[config.mk]
export PLATFORM = sky130hd
export DESIGN_NAME = int8_dot_product_requantize_flat
export DESIGN_NICKNAME = d
export VERILOG_FILES = /design/src/rtl/idpr_pkg.sv /design/src/rtl/idpr_in_if.sv /design/src/rtl/idpr_out_if.sv /design/src/rtl/int8_dot_product_requantize.sv /design/src/rtl/idpr_ctrl.sv /design/src/rtl/idpr_dp.sv /design/src/flat_wrapper.sv
export SDC_FILE = /design/constraint.sdc
export NUM_CORES = 2
export LEC_CHECK = 0
export BUFFER_PORTS_ARGS = -buffer_cell sky130_fd_sc_hd__clkbuf_2
export CAP_MARGIN = 10
export CORE_MARGIN = 4
export CORE_UTILIZATION = 34
export DETAILED_ROUTE_END_ITERATION = 8
export GPL_ROUTABILITY_DRIVEN = 1
export SLEW_MARGIN = 20
export SYNTH_ARGS = -nofsm -noshare
export SYNTH_HDL_FRONTEND = slang
export SYNTH_SLANG_ARGS = --single-unit
export TNS_END_PERCENT = 5
[constraint.sdc]
create_clock -name clk_i -period 13.9 [get_ports clk_i]
set_clock_uncertainty 0.2 [all_clocks]
set_input_delay 2.78 -clock clk_i [delete_from_list [all_inputs] [get_ports clk_i]]
set_output_delay 2.78 -clock clk_i [all_outputs]
set_load 0.05 [all_outputs]
[src/rtl/idpr_pkg.sv]
`default_nettype none

package idpr_pkg;

  // Field widths
  localparam int VAL_W      = 8;
  localparam int OFF_W      = 9;
  localparam int SH_W       = 5;
  localparam int CLAMP_W    = 8;
  localparam int SCALE_W    = 32;
  localparam int RES_W      = 8;
  localparam int CFG_IDX_W  = 3;
  localparam int CFG_DATA_W = 9;

  // Accumulator width default and requantization multiply widths
  localparam int ACC_WIDTH_DEF = 32;
  localparam int MUL_W         = 64;
  localparam int HALF_W        = 32;

  // Post-shift limit and the width that holds it
  localparam int LIM_W   = 12;
  localparam int LIM_MAX = 1024;

  // Register reset values
  localparam logic signed [CLAMP_W-1:0] CLAMP_MIN_RST = -8'sd128;
  localparam logic signed [CLAMP_W-1:0] CLAMP_MAX_RST = 8'sd127;

  // Register indexes
  localparam logic [CFG_IDX_W-1:0] CFG_A_OFFSET      = 3'd0;
  localparam logic [CFG_IDX_W-1:0] CFG_B_OFFSET      = 3'd1;
  localparam logic [CFG_IDX_W-1:0] CFG_SHIFT_AMOUNT  = 3'd2;
  localparam logic [CFG_IDX_W-1:0] CFG_ROUND_ENABLE  = 3'd3;
  localparam logic [CFG_IDX_W-1:0] CFG_OUTPUT_OFFSET = 3'd4;
  localparam logic [CFG_IDX_W-1:0] CFG_CLAMP_MIN     = 3'd5;
  localparam logic [CFG_IDX_W-1:0] CFG_CLAMP_MAX     = 3'd6;

  // Partial product select of the shared 32x32 multiplier
  typedef enum logic [1:0] {
    MSEL_LL = 2'd0,
    MSEL_HL = 2'd1,
    MSEL_LH = 2'd2
  } mul_sel_e;

  typedef enum logic [7:0] {
    ST_IDLE  = 8'b0000_0001,
    ST_MUL0  = 8'b0000_0010,
    ST_MUL1  = 8'b0000_0100,
    ST_MUL2  = 8'b0000_1000,
    ST_SUM   = 8'b0001_0000,
    ST_ADD   = 8'b0010_0000,
    ST_SHIFT = 8'b0100_0000,
    ST_WRITE = 8'b1000_0000
  } state_e;

  typedef struct packed {
    logic     mac;
    logic     load_op;
    logic     mul_en;
    mul_sel_e mul_sel;
    logic     p_init;
    logic     p_acc;
    logic     add_en;
    logic     shift_en;
    logic     out_load;
  } cmd_t;

  typedef struct packed {
    logic in_valid;
    logic in_last;
    logic out_ready;
  } stat_t;

endpackage

`default_nettype wire

[src/rtl/idpr_in_if.sv]
`default_nettype none

interface idpr_in_if;
  logic                                      valid;
  logic                                      ready;
  logic signed [idpr_pkg::VAL_W-1:0]         a_val;
  logic signed [idpr_pkg::VAL_W-1:0]         b_val;
  logic signed [idpr_pkg::SCALE_W-1:0]       scale_mul;
  logic signed [idpr_pkg::SCALE_W-1:0]       scale_add;
  logic                                      last;

  modport source (output valid, a_val, b_val, scale_mul, scale_add, last, input ready);
  modport sink   (input valid, a_val, b_val, scale_mul, scale_add, last, output ready);
endinterface

`default_nettype wire

[src/rtl/idpr_out_if.sv]
`default_nettype none

interface idpr_out_if;
  logic                              valid;
  logic                              ready;
  logic signed [idpr_pkg::RES_W-1:0] result;

  modport source (output valid, result, input ready);
  modport sink   (input valid, result, output ready);
endinterface

`default_nettype wire

[src/rtl/int8_dot_product_requantize.sv]
`default_nettype none

// Channel  | Dir | Payload                                        | Transfer
// ---------+-----+------------------------------------------------+---------------------
// in_i     | in  | a_val, b_val, scale_mul, scale_add, last       | valid & ready
// out_o    | out | result                                         | valid & ready
// cfg      | in  | cfg_we_i, cfg_idx_i, cfg_data_i                | cfg_we_i high
//
// An item without last: the MAC adds the offset pair product into the accumulator and
// the block is ready again in the next cycle.
// An item with last passes the MAC step, three partial products through the shared
// 32x32 multiplier and their sum, then bias add, shift and clamp, before the next item
// is taken.
// Reset clears the accumulator and the registers to their reset values.
// The output register holds a finished result while items keep streaming in; a result
// stalled there holds only the next last item at its final clamp step.

module int8_dot_product_requantize #(
  parameter int ACC_WIDTH = idpr_pkg::ACC_WIDTH_DEF
) (
  input  wire logic                            clk_i,
  input  wire logic                            rst_ni,
  idpr_in_if.sink                              in_i,
  idpr_out_if.source                           out_o,
  input  wire logic                            cfg_we_i,
  input  wire logic [idpr_pkg::CFG_IDX_W-1:0]  cfg_idx_i,
  input  wire logic [idpr_pkg::CFG_DATA_W-1:0] cfg_data_i
);

  idpr_pkg::cmd_t  cmd;
  idpr_pkg::stat_t stat;

  // gather handshake status for the controller
  assign stat.in_valid  = in_i.valid;
  assign stat.in_last   = in_i.last;
  assign stat.out_ready = out_o.ready;

  idpr_ctrl u_ctrl (
    .clk_i       (clk_i),
    .rst_ni      (rst_ni),
    .stat_i      (stat),
    .cmd_o       (cmd),
    .in_ready_o  (in_i.ready),
    .out_valid_o (out_o.valid)
  );

  idpr_dp #(
    .ACC_WIDTH (ACC_WIDTH)
  ) u_dp (
    .clk_i       (clk_i),
    .rst_ni      (rst_ni),
    .cmd_i       (cmd),
    .cfg_we_i    (cfg_we_i),
    .cfg_idx_i   (cfg_idx_i),
    .cfg_data_i  (cfg_data_i),
    .a_val_i     (in_i.a_val),
    .b_val_i     (in_i.b_val),
    .scale_mul_i (in_i.scale_mul),
    .scale_add_i (in_i.scale_add),
    .result_o    (out_o.result)
  );

endmodule

`default_nettype wire

[src/rtl/idpr_ctrl.sv]
`default_nettype none

module idpr_ctrl (
  input  wire logic           clk_i,
  input  wire logic           rst_ni,
  input  idpr_pkg::stat_t     stat_i,
  output idpr_pkg::cmd_t      cmd_o,
  output logic                in_ready_o,
  output logic                out_valid_o
);

  idpr_pkg::state_e state_q, state_d;
  logic             out_valid_q, out_valid_d;
  logic             accept;
  logic             slot_free;

  assign in_ready_o  = (state_q == idpr_pkg::ST_IDLE);
  assign out_valid_o = out_valid_q;
  assign accept      = in_ready_o & stat_i.in_valid;
  assign slot_free   = ~out_valid_q | stat_i.out_ready;

  always_comb begin
    state_d        = state_q;
    cmd_o          = '0;
    cmd_o.mul_sel  = idpr_pkg::MSEL_LL;
    unique case (state_q)
      idpr_pkg::ST_IDLE: begin
        cmd_o.mac     = accept;
        cmd_o.load_op = accept & stat_i.in_last;
        if (accept && stat_i.in_last) state_d = idpr_pkg::ST_MUL0;
      end
      idpr_pkg::ST_MUL0: begin
        cmd_o.mul_en  = 1'b1;
        cmd_o.mul_sel = idpr_pkg::MSEL_LL;
        state_d       = idpr_pkg::ST_MUL1;
      end
      idpr_pkg::ST_MUL1: begin
        cmd_o.mul_en  = 1'b1;
        cmd_o.mul_sel = idpr_pkg::MSEL_HL;
        cmd_o.p_init  = 1'b1;
        state_d       = idpr_pkg::ST_MUL2;
      end
      idpr_pkg::ST_MUL2: begin
        cmd_o.mul_en  = 1'b1;
        cmd_o.mul_sel = idpr_pkg::MSEL_LH;
        cmd_o.p_acc   = 1'b1;
        state_d       = idpr_pkg::ST_SUM;
      end
      idpr_pkg::ST_SUM: begin
        cmd_o.p_acc = 1'b1;
        state_d     = idpr_pkg::ST_ADD;
      end
      idpr_pkg::ST_ADD: begin
        cmd_o.add_en = 1'b1;
        state_d      = idpr_pkg::ST_SHIFT;
      end
      idpr_pkg::ST_SHIFT: begin
        cmd_o.shift_en = 1'b1;
        state_d        = idpr_pkg::ST_WRITE;
      end
      idpr_pkg::ST_WRITE: begin
        // hold until the output register is free or being drained
        cmd_o.out_load = slot_free;
        if (slot_free) state_d = idpr_pkg::ST_IDLE;
      end
      default: state_d = idpr_pkg::ST_IDLE;
    endcase
  end

  always_comb begin
    if (cmd_o.out_load) begin
      out_valid_d = 1'b1;
    end else begin
      out_valid_d = out_valid_q & ~stat_i.out_ready;
    end
  end

  always_ff @(posedge clk_i or negedge rst_ni) begin
    if (!rst_ni) begin
      state_q     <= idpr_pkg::ST_IDLE;
      out_valid_q <= 1'b0;
    end else begin
      state_q     <= state_d;
      out_valid_q <= out_valid_d;
    end
  end

endmodule

`default_nettype wire

[src/rtl/idpr_dp.sv]
`default_nettype none

module idpr_dp #(
  parameter int ACC_WIDTH = idpr_pkg::ACC_WIDTH_DEF
) (
  input  wire logic                                    clk_i,
  input  wire logic                                    rst_ni,
  input  idpr_pkg::cmd_t                               cmd_i,
  input  wire logic                                    cfg_we_i,
  input  wire logic [idpr_pkg::CFG_IDX_W-1:0]          cfg_idx_i,
  input  wire logic [idpr_pkg::CFG_DATA_W-1:0]         cfg_data_i,
  input  wire logic signed [idpr_pkg::VAL_W-1:0]       a_val_i,
  input  wire logic signed [idpr_pkg::VAL_W-1:0]       b_val_i,
  input  wire logic signed [idpr_pkg::SCALE_W-1:0]     scale_mul_i,
  input  wire logic signed [idpr_pkg::SCALE_W-1:0]     scale_add_i,
  output logic signed [idpr_pkg::RES_W-1:0]            result_o
);

  localparam int MulW  = idpr_pkg::MUL_W;
  localparam int HalfW = idpr_pkg::HALF_W;
  localparam int LimW  = idpr_pkg::LIM_W;
  localparam int SumW  = LimW + 1;
  localparam int OpW   = idpr_pkg::OFF_W + 1;
  localparam int ProdW = 2 * OpW;

  // configuration registers
  logic signed [idpr_pkg::OFF_W-1:0]   a_off_q, b_off_q, out_off_q;
  logic        [idpr_pkg::SH_W-1:0]    shift_q;
  logic                                round_q;
  logic signed [idpr_pkg::CLAMP_W-1:0] cmin_q, cmax_q;

  always_ff @(posedge clk_i or negedge rst_ni) begin
    if (!rst_ni) begin
      a_off_q   <= '0;
      b_off_q   <= '0;
      shift_q   <= '0;
      round_q   <= 1'b0;
      out_off_q <= '0;
      cmin_q    <= idpr_pkg::CLAMP_MIN_RST;
      cmax_q    <= idpr_pkg::CLAMP_MAX_RST;
    end else if (cfg_we_i) begin
      unique case (cfg_idx_i)
        idpr_pkg::CFG_A_OFFSET:      a_off_q   <= cfg_data_i;
        idpr_pkg::CFG_B_OFFSET:      b_off_q   <= cfg_data_i;
        idpr_pkg::CFG_SHIFT_AMOUNT:  shift_q   <= cfg_data_i[idpr_pkg::SH_W-1:0];
        idpr_pkg::CFG_ROUND_ENABLE:  round_q   <= cfg_data_i[0];
        idpr_pkg::CFG_OUTPUT_OFFSET: out_off_q <= cfg_data_i;
        idpr_pkg::CFG_CLAMP_MIN:     cmin_q    <= cfg_data_i[idpr_pkg::CLAMP_W-1:0];
        idpr_pkg::CFG_CLAMP_MAX:     cmax_q    <= cfg_data_i[idpr_pkg::CLAMP_W-1:0];
        default: ;
      endcase
    end
  end

  // multiply-accumulate
  logic signed [OpW-1:0]   a_sum, b_sum;
  logic signed [ProdW-1:0] prod;
  logic [ACC_WIDTH-1:0]    acc_q, acc_sum;

  assign a_sum   = OpW'(a_val_i) + OpW'(a_off_q);
  assign b_sum   = OpW'(b_val_i) + OpW'(b_off_q);
  assign prod    = a_sum * b_sum;
  assign acc_sum = acc_q + ACC_WIDTH'(prod);

  always_ff @(posedge clk_i or negedge rst_ni) begin
    if (!rst_ni) begin
      acc_q <= '0;
    end else if (cmd_i.load_op) begin
      acc_q <= '0;
    end else if (cmd_i.mac) begin
      acc_q <= acc_sum;
    end
  end

  // requantization operands, latched with the last item
  logic [ACC_WIDTH-1:0]              opa_q;
  logic signed [idpr_pkg::SCALE_W-1:0] smul_q, sadd_q;

  always_ff @(posedge clk_i) begin
    if (cmd_i.load_op) begin
      opa_q  <= acc_sum;
      smul_q <= scale_mul_i;
      sadd_q <= scale_add_i;
    end
  end

  // low half of a 64-bit product from three 32x32 partial products
  logic [MulW-1:0]  opa_ext, smul_ext;
  logic [HalfW-1:0] mul_a, mul_b;
  logic [MulW-1:0]  m_q, p_q;

  assign opa_ext  = MulW'($signed(opa_q));
  assign smul_ext = MulW'(smul_q);

  always_comb begin
    case (cmd_i.mul_sel)
      idpr_pkg::MSEL_HL: begin
        mul_a = opa_ext[MulW-1:HalfW];
        mul_b = smul_ext[HalfW-1:0];
      end
      idpr_pkg::MSEL_LH: begin
        mul_a = opa_ext[HalfW-1:0];
        mul_b = smul_ext[MulW-1:HalfW];
      end
      default: begin
        mul_a = opa_ext[HalfW-1:0];
        mul_b = smul_ext[HalfW-1:0];
      end
    endcase
  end

  always_ff @(posedge clk_i) begin
    if (cmd_i.mul_en) m_q <= MulW'(mul_a) * MulW'(mul_b);
    if (cmd_i.p_init) begin
      p_q <= m_q;
    end else if (cmd_i.p_acc) begin
      p_q <= p_q + {m_q[HalfW-1:0], {HalfW{1'b0}}};
    end
  end

  // add rounding bias and row term, wrapping at the accumulator width
  logic [MulW-1:0]      bias;
  logic [ACC_WIDTH-1:0] t_q;
  logic [idpr_pkg::SH_W-1:0] sh_m1;

  assign sh_m1 = shift_q - idpr_pkg::SH_W'(1);
  assign bias  = (round_q && (shift_q != '0)) ? (MulW'(1) << sh_m1) : '0;

  always_ff @(posedge clk_i) begin
    if (cmd_i.add_en) begin
      t_q <= p_q[ACC_WIDTH-1:0] + bias[ACC_WIDTH-1:0] + ACC_WIDTH'(MulW'(sadd_q));
    end
  end

  // arithmetic shift, then limit to a range that cannot change the clamp
  logic signed [ACC_WIDTH-1:0] u;
  logic signed [LimW-1:0]      lim_q, lim_d;

  assign u = $signed(t_q) >>> shift_q;

  always_comb begin
    if (u < -ACC_WIDTH'(idpr_pkg::LIM_MAX)) begin
      lim_d = -LimW'(idpr_pkg::LIM_MAX);
    end else if (u > ACC_WIDTH'(idpr_pkg::LIM_MAX)) begin
      lim_d = LimW'(idpr_pkg::LIM_MAX);
    end else begin
      lim_d = LimW'(u);
    end
  end

  always_ff @(posedge clk_i) begin
    if (cmd_i.shift_en) lim_q <= lim_d;
  end

  // output offset and clamp; a low violation wins over crossed bounds
  logic signed [SumW-1:0] r, lo, hi, cl;

  assign r  = SumW'(lim_q) + SumW'(out_off_q);
  assign lo = SumW'(cmin_q);
  assign hi = SumW'(cmax_q);

  always_comb begin
    if (r < lo) begin
      cl = lo;
    end else if (r > hi) begin
      cl = hi;
    end else begin
      cl = r;
    end
  end

  always_ff @(posedge clk_i) begin
    if (cmd_i.out_load) result_o <= cl[idpr_pkg::RES_W-1:0];
  end

endmodule

`default_nettype wire
[src/flat_wrapper.sv]
// flat-port wrapper written by rule: the top's interface ports become plain ports
module int8_dot_product_requantize_flat 
#(
  parameter int ACC_WIDTH = idpr_pkg::ACC_WIDTH_DEF
)
  (clk_i, rst_ni, cfg_we_i, cfg_idx_i, cfg_data_i, in_i_valid, in_i_a_val, in_i_b_val, in_i_scale_mul, in_i_scale_add, in_i_last, in_i_ready, out_o_valid, out_o_result, out_o_ready);
  idpr_in_if in_i_i ();
  idpr_out_if out_o_i ();
  input  wire logic clk_i;
  input  wire logic rst_ni;
  input  wire logic cfg_we_i;
  input  wire logic [idpr_pkg::CFG_IDX_W-1:0] cfg_idx_i;
  input  wire logic [idpr_pkg::CFG_DATA_W-1:0] cfg_data_i;
  input wire logic [$bits(in_i_i.valid)-1:0] in_i_valid;
  input wire logic [$bits(in_i_i.a_val)-1:0] in_i_a_val;
  input wire logic [$bits(in_i_i.b_val)-1:0] in_i_b_val;
  input wire logic [$bits(in_i_i.scale_mul)-1:0] in_i_scale_mul;
  input wire logic [$bits(in_i_i.scale_add)-1:0] in_i_scale_add;
  input wire logic [$bits(in_i_i.last)-1:0] in_i_last;
  output wire logic [$bits(in_i_i.ready)-1:0] in_i_ready;
  output wire logic [$bits(out_o_i.valid)-1:0] out_o_valid;
  output wire logic [$bits(out_o_i.result)-1:0] out_o_result;
  input wire logic [$bits(out_o_i.ready)-1:0] out_o_ready;
  assign in_i_i.valid = in_i_valid;
  assign in_i_i.a_val = in_i_a_val;
  assign in_i_i.b_val = in_i_b_val;
  assign in_i_i.scale_mul = in_i_scale_mul;
  assign in_i_i.scale_add = in_i_scale_add;
  assign in_i_i.last = in_i_last;
  assign in_i_ready = in_i_i.ready;
  assign out_o_valid = out_o_i.valid;
  assign out_o_result = out_o_i.result;
  assign out_o_i.ready = out_o_ready;
  int8_dot_product_requantize #(.ACC_WIDTH(ACC_WIDTH)) u_core (.clk_i(clk_i), .rst_ni(rst_ni), .in_i(in_i_i), .out_o(out_o_i), .cfg_we_i(cfg_we_i), .cfg_idx_i(cfg_idx_i), .cfg_data_i(cfg_data_i));
endmodule
# --- Yosys cells after proc, flatten, opt, wreduce, memory -nomap -nowiden ---
# Index checks and enable logic that the tools add are counted.
op_classes:
  addsub: 8
  reduce_logical: 16
  n_eq_ne: 18
  n_mul: 2
  n_bitwise: 6
  shifts: 2
  n_mux: 21
  n_lt_le_gt_ge: 4
  div_mod_pow: 0
ops:
  columns: ["op", "count"]
  rows:
  - ["two-way mux 64 bit", 2]
  - ["adder 32 bit", 3]
  - ["two-way mux 32 bit", 3]
  - ["adder 64 bit", 1]
  - ["multiplier 32 x 32 -> 64 bit", 1]
  - ["one-hot mux 8 bit (8 select lines)", 1]
  - ["two-way mux 31 bit", 2]
  - ["greater-than comparator 32 x 12 -> 1 bit (second input constant)", 1]
  - ["less-than comparator 32 x 11 -> 1 bit (second input constant)", 1]
  - ["two-way mux 8 bit", 4]
  - ["left shift 1 x 5 -> 32 bit (first input constant)", 1]
  - [">>> shifter 32 x 5 -> 32 bit", 1]
  - ["adder 8 x 9 -> 10 bit", 2]
  - ["multiplier 10 x 10 -> 20 bit", 1]
  - ["AND reduction 2 bit", 8]
  - ["adder 12 x 9 -> 13 bit", 1]
  - ["greater-than comparator 13 x 8 -> 1 bit", 1]
  - ["less-than comparator 13 x 8 -> 1 bit", 1]
  - ["two-way mux 12 bit", 1]
  - ["== test 3 bit (second input constant)", 3]
  - ["one-hot mux 3 bit (3 select lines)", 1]
  - ["== test 8 x 1 -> 1 bit (second input constant)", 1]
  - ["== test 8 x 2 -> 1 bit (second input constant)", 1]
  - ["== test 8 x 3 -> 1 bit (second input constant)", 1]
  - ["22 further kinds", 34]
word_totals:
  ramBits: 0
  mem_bits_ro: 0
  output_inout_bits: 10
  reg_bits: 366
  memories: 0
  latch_bits: 0
  word_cells: 96

# --- Longest topological paths before layout ---
depth:
  depth_word: 6
  mapped_depth: 40

# --- By module ---
# Synthesis repeated with hierarchy kept, for this count alone.
unflattened:
  cells_unflattened: 3884
  hier_area_um2: 37927.6
modules_own_cells:
  columns: ["module", "area_each_um2", "cells_per_inst", "instances"]
  rows:
  - ["idpr_dp", 37367.1, 3830, 1]
  - ["idpr_ctrl", 560.5, 54, 1]

# --- Worst setup path before layout ---
# Ideal clock, no wire load.
synth_path:
  path_type: "input port to flip-flop"
  from: "input port in_i_b_val[0]"
  to: "register u_core.u_dp.opa_q[31] (data pin)"
  setup_ns: 0.259
  path_slack_ns: 1.713
  path_buffers: 0
  arrival_ns: 11.728
  stages: 39
  cell_sequence: "ha_1 -> fa_1 -> a21oi_1 -> nor2_1 -> nor2_1 -> o21bai_1 -> a21oi_1 -> o21bai_1 -> a21oi_1 -> xor2_1 -> or2_2 -> fa_1 -> fa_1 -> inv_1 -> fa_1 -> fa_1 -> inv_1 -> fa_1 -> (+3 left out) -> a21boi_0 -> nand3_1 -> a21oi_1 -> a2111oi_0 -> nor3_1 -> a21oi_1 -> o211ai_1 -> ha_1 -> a21o_1 -> a21o_1 -> a21o_1 -> a21o_1 -> a21o_1 -> a21oi_1 -> o21ai_0 -> a311oi_1 -> xnor2_1 -> inv_1"
synth_via:
  elab_chain_cells: 3
synth_lines:
  columns: ["item", "line_no", "source"]
  rows:
  - ["start, declared", "flat_wrapper.sv:16", "input wire logic [$bits(in_i_i.b_val)-1:0] in_i_b_val;"]
  - ["adder 8 x 9 -> 10 bit", "idpr_dp.sv:61", "assign b_sum = OpW'(b_val_i) + OpW'(b_off_q);"]
  - ["multiplier 10 x 10 -> 20 bit", "idpr_dp.sv:62", "assign prod = a_sum * b_sum;"]
  - ["adder 32 bit", "idpr_dp.sv:63", "assign acc_sum = acc_q + ACC_WIDTH'(prod);"]
  - ["via u_core.u_dp.acc_sum[31]", "idpr_dp.sv:58", "logic [ACC_WIDTH-1:0] acc_q, acc_sum;"]
  - ["end signal, assigned", "idpr_dp.sv:81", "opa_q <= acc_sum;"]
  - ["end, declared", "idpr_dp.sv:76", "logic [ACC_WIDTH-1:0] opa_q;"]
# The timed path passes the listed nets, and every way through them passes these cells.
# A chain may end at the register's enable or synchronous reset.

# --- Worst setup path in the final report ---
layout_path:
  from: "input port in_i_a_val[1]"
  to: "register u_core.u_dp.opa_q[31] (data pin)"
layout_via:
  elab_chain_cells: 3
layout_lines:
  columns: ["item", "line_no", "source"]
  rows:
  - ["start, declared", "flat_wrapper.sv:15", "input wire logic [$bits(in_i_i.a_val)-1:0] in_i_a_val;"]
  - ["adder 8 x 9 -> 10 bit", "idpr_dp.sv:60", "assign a_sum = OpW'(a_val_i) + OpW'(a_off_q);"]
  - ["multiplier 10 x 10 -> 20 bit", "idpr_dp.sv:62", null]
  - ["adder 32 bit", "idpr_dp.sv:63", null]
  - ["via u_core.u_dp.acc_sum[31]", "idpr_dp.sv:58", null]
# The timed path passes the listed nets, and every way through them passes these cells.

==> impl_results.md <==
- Crit path buf inv count: 7
- Crit path depth: 40
- Synthesized flop and latch total: 302
- Final slew viol count: 0
- Worst R2R Start: u_core.u_ctrl.state_q[1]
- Die area: 116,700 um^2
- CTS tree: yes
- Syn_nets: 4,799
- Worst path required time: 14,030 ps
- Top-count cell post-synth: inv_1
- CTS Sinks: 302
- RSZ-0062 raised after global routing: no
- DRT iter0 DRCs: 1,844
- Routed len/inst: 18.64 um
- Top cell type's share of synthesized area: 0.2835
- DRT antenna net count: 0
- Fmax: 81.31 MHz
- Yosys top cell by area: fa_1
- Number of synthesis warnings: 0
- Number of global-route vias before repair: 28,010
- Mean Syn Cell Area: 9.772 um^2
- Synth top cells by count: 699 x inv_1, 536 x fa_1, 533 x nand2_1, 292 x ha_1, 288 x nor2_1
- Hold Startpoint: u_core.u_dp.m_q[13]
- Die W: 341.6 um
- Max Cap Violations: 0
- Sum Neg Setup Slack: 0 ps
- Rows: 122
- Post-synth EDFFs: 212
- Reg area: 8631 um^2
- Fillers: 11,170
- Setup crit end kind: flop
- Inserted Diodes: 0
- Post-synth ARST share: 0.2980
- Initial DRT Pass Iterations: 6
- Setup Crit Path Kind: primary input to flop
- Post-CTS Resized: 0
- Seq/Total Area, Yosys: 0.2280
- Netlist cell types: 79
- Final setup violation count: 0
- Hold buffers post-CTS: 0
- Critical-path top delay cell: o211ai_1
- Final GP Congestion: 0.9574
- Top cell family by delay on the critical path: compound AO/OA/AOI/OAI gates
- Worst skew pair latency: 590 ps
- Clock Root Buffer: clkbuf_16
- R2R setup slack: 2270 ps
- Ys flop type: edfxtp_1
- Total Wirelength: 102,000 um
- CTS buffer count: 38
- Worst Reg-to-Reg Cells: 31
- Synth Instances: 3,873
- Worst path max stage delay: 780 ps
- Port-buffer cells: 107
- CP arrival: 12,430 ps
- Initial Util: 0.3425
- Startpoint Class: primary input
- GR Util All Layers: 0.1775
- Setup Fix Bufs, Post-CTS: 0
- RR Endpoint: u_core.u_dp.m_q[30]
- Initial antenna violation count: 2
- Boundary Pins: 108
- First-pass GRT wire length: 162,000 um
- Via count: 27,290
- Worst Hold End: u_core.u_dp.p_q[13]
- Worst Tran Pin Value: 1162 ps
- Share of layout cells above drive strength 1: 0.08482
- Clock Path Buffers: 3
- Part of the cycle the worst path needs: 0.8848
- CP max FO: 10
- Status: finished clean
- Core footprint: 110,500 um^2
- Die Y: 341.6 um
- Area Overhead vs Synth: 9.544%
- Fin crit period: 12,300 ps
- Hold Path Class: flop to flop
- Pin count of the biggest net entering global routing: 73
- Multi-input gate area: 26,040 um^2
- # nets final: 4,882
- CTS H-tree depth: 2
- Worst hold stages: 1
- Synthesized cell area: 37,850 um^2
- Vias per inst: 4.986
- Slew Limit Headroom: 0.2251
- Reg clk slew, reported paths: 60 ps
- Final hold vios: 0
- Total congestion overflow: 0
- Final HPWL from detailed placement: 81,350 um
- Ranking of synthesized cells by area: fa_1 28%, edfxtp_1 17%, ha_1 9.7%
- DRC errors left: 0
layer usage:
| layer | global-route usage | part of all wire | up-vias |
|---|---|---|---|
| li1 | - | - | 12560 |
| met1 | 0.2413 | 0.43 | 13720 |
| met2 | 0.2921 | 0.47 | 832 |
| met3 | 0.02770 | 0.067 | 176 |
| met4 | 0.05470 | 0.031 | 4 |
| met5 | 0 | 0.00032 | - |
cells by family after synthesis:
logic type | synth area share
buf+inv | 0.08526
simple gates | 0.1260
compound gates | 0.08576
xor+xnor | 0.04734
flops | 0.2280
mux | 0.04761
fa+ha+maj | 0.3801
stage by stage:
step	hold slack (ps)	area [um^2]	setup WS, ps	utilization	instances
global placement	267.6	40120	1035	0.3631	5403
CTS	285.1	41450	1518	0.3750	5472
detailed placement	291.9	40120	884.3	0.3631	5403
global route	321.5	41460	865.4	0.3751	5473
finish	286.2	41460	1602	0.3751	5473
floorplan	256.3	37850	1713	-	3873
cell type report:
type	count	area share
well taps	1488	0.04491
repair buffers	165	0.02348
clock buffers	49	0.02493
inverters	701	0.06347
flip-flops and latches	302	0.2082
multi-input cells	2748	0.6280
clock inverters	20	0.007002
sequential cells by signal, indices dropped and copies added (netlist names), 12 cells and up:
| signal | count |
|---|---|
| u_core.u_dp.p_q | 32 |
| u_core.u_dp.t_q | 32 |
| u_core.u_dp.acc_q | 32 |
| u_core.u_dp.smul_q | 32 |
| u_core.u_dp.lim_q | 12 |
| u_core.u_dp.m_q | 32 |
| u_core.u_dp.opa_q | 32 |
| u_core.u_dp.sadd_q | 32 |
worst max path at each step:
stage,start,endpoint,slack [ps]
floorplan,in_i_b_val[0],u_core.u_dp.opa_q[31],1710
global placement,in_i_a_val[1],u_core.u_dp.opa_q[31],1030
detailed placement,in_i_a_val[1],u_core.u_dp.opa_q[31],880
CTS,in_i_a_val[1],u_core.u_dp.opa_q[31],1520
global route,in_i_a_val[1],u_core.u_dp.opa_q[31],870
finish,in_i_a_val[1],u_core.u_dp.opa_q[31],1600
cells in the final DEF (no fill, tap or decap), drive strengths merged, types with 36 or more instances in the layout:
cell / count
inv: 702
fa: 536
nand2: 533
ha: 292
nor2: 288
edfxtp: 212
a21oi: 177
xnor2: 167
clkbuf: 156
a21o: 86
dfrtp: 81
o21ai: 73
and2: 59
buf: 58
mux2: 57
nor2b: 46
mux2i: 39
nand2b: 36
Power is left out: the tool's default activity adds up to more than one toggle a clock period on the data nets, which glitch-free logic cannot reach.
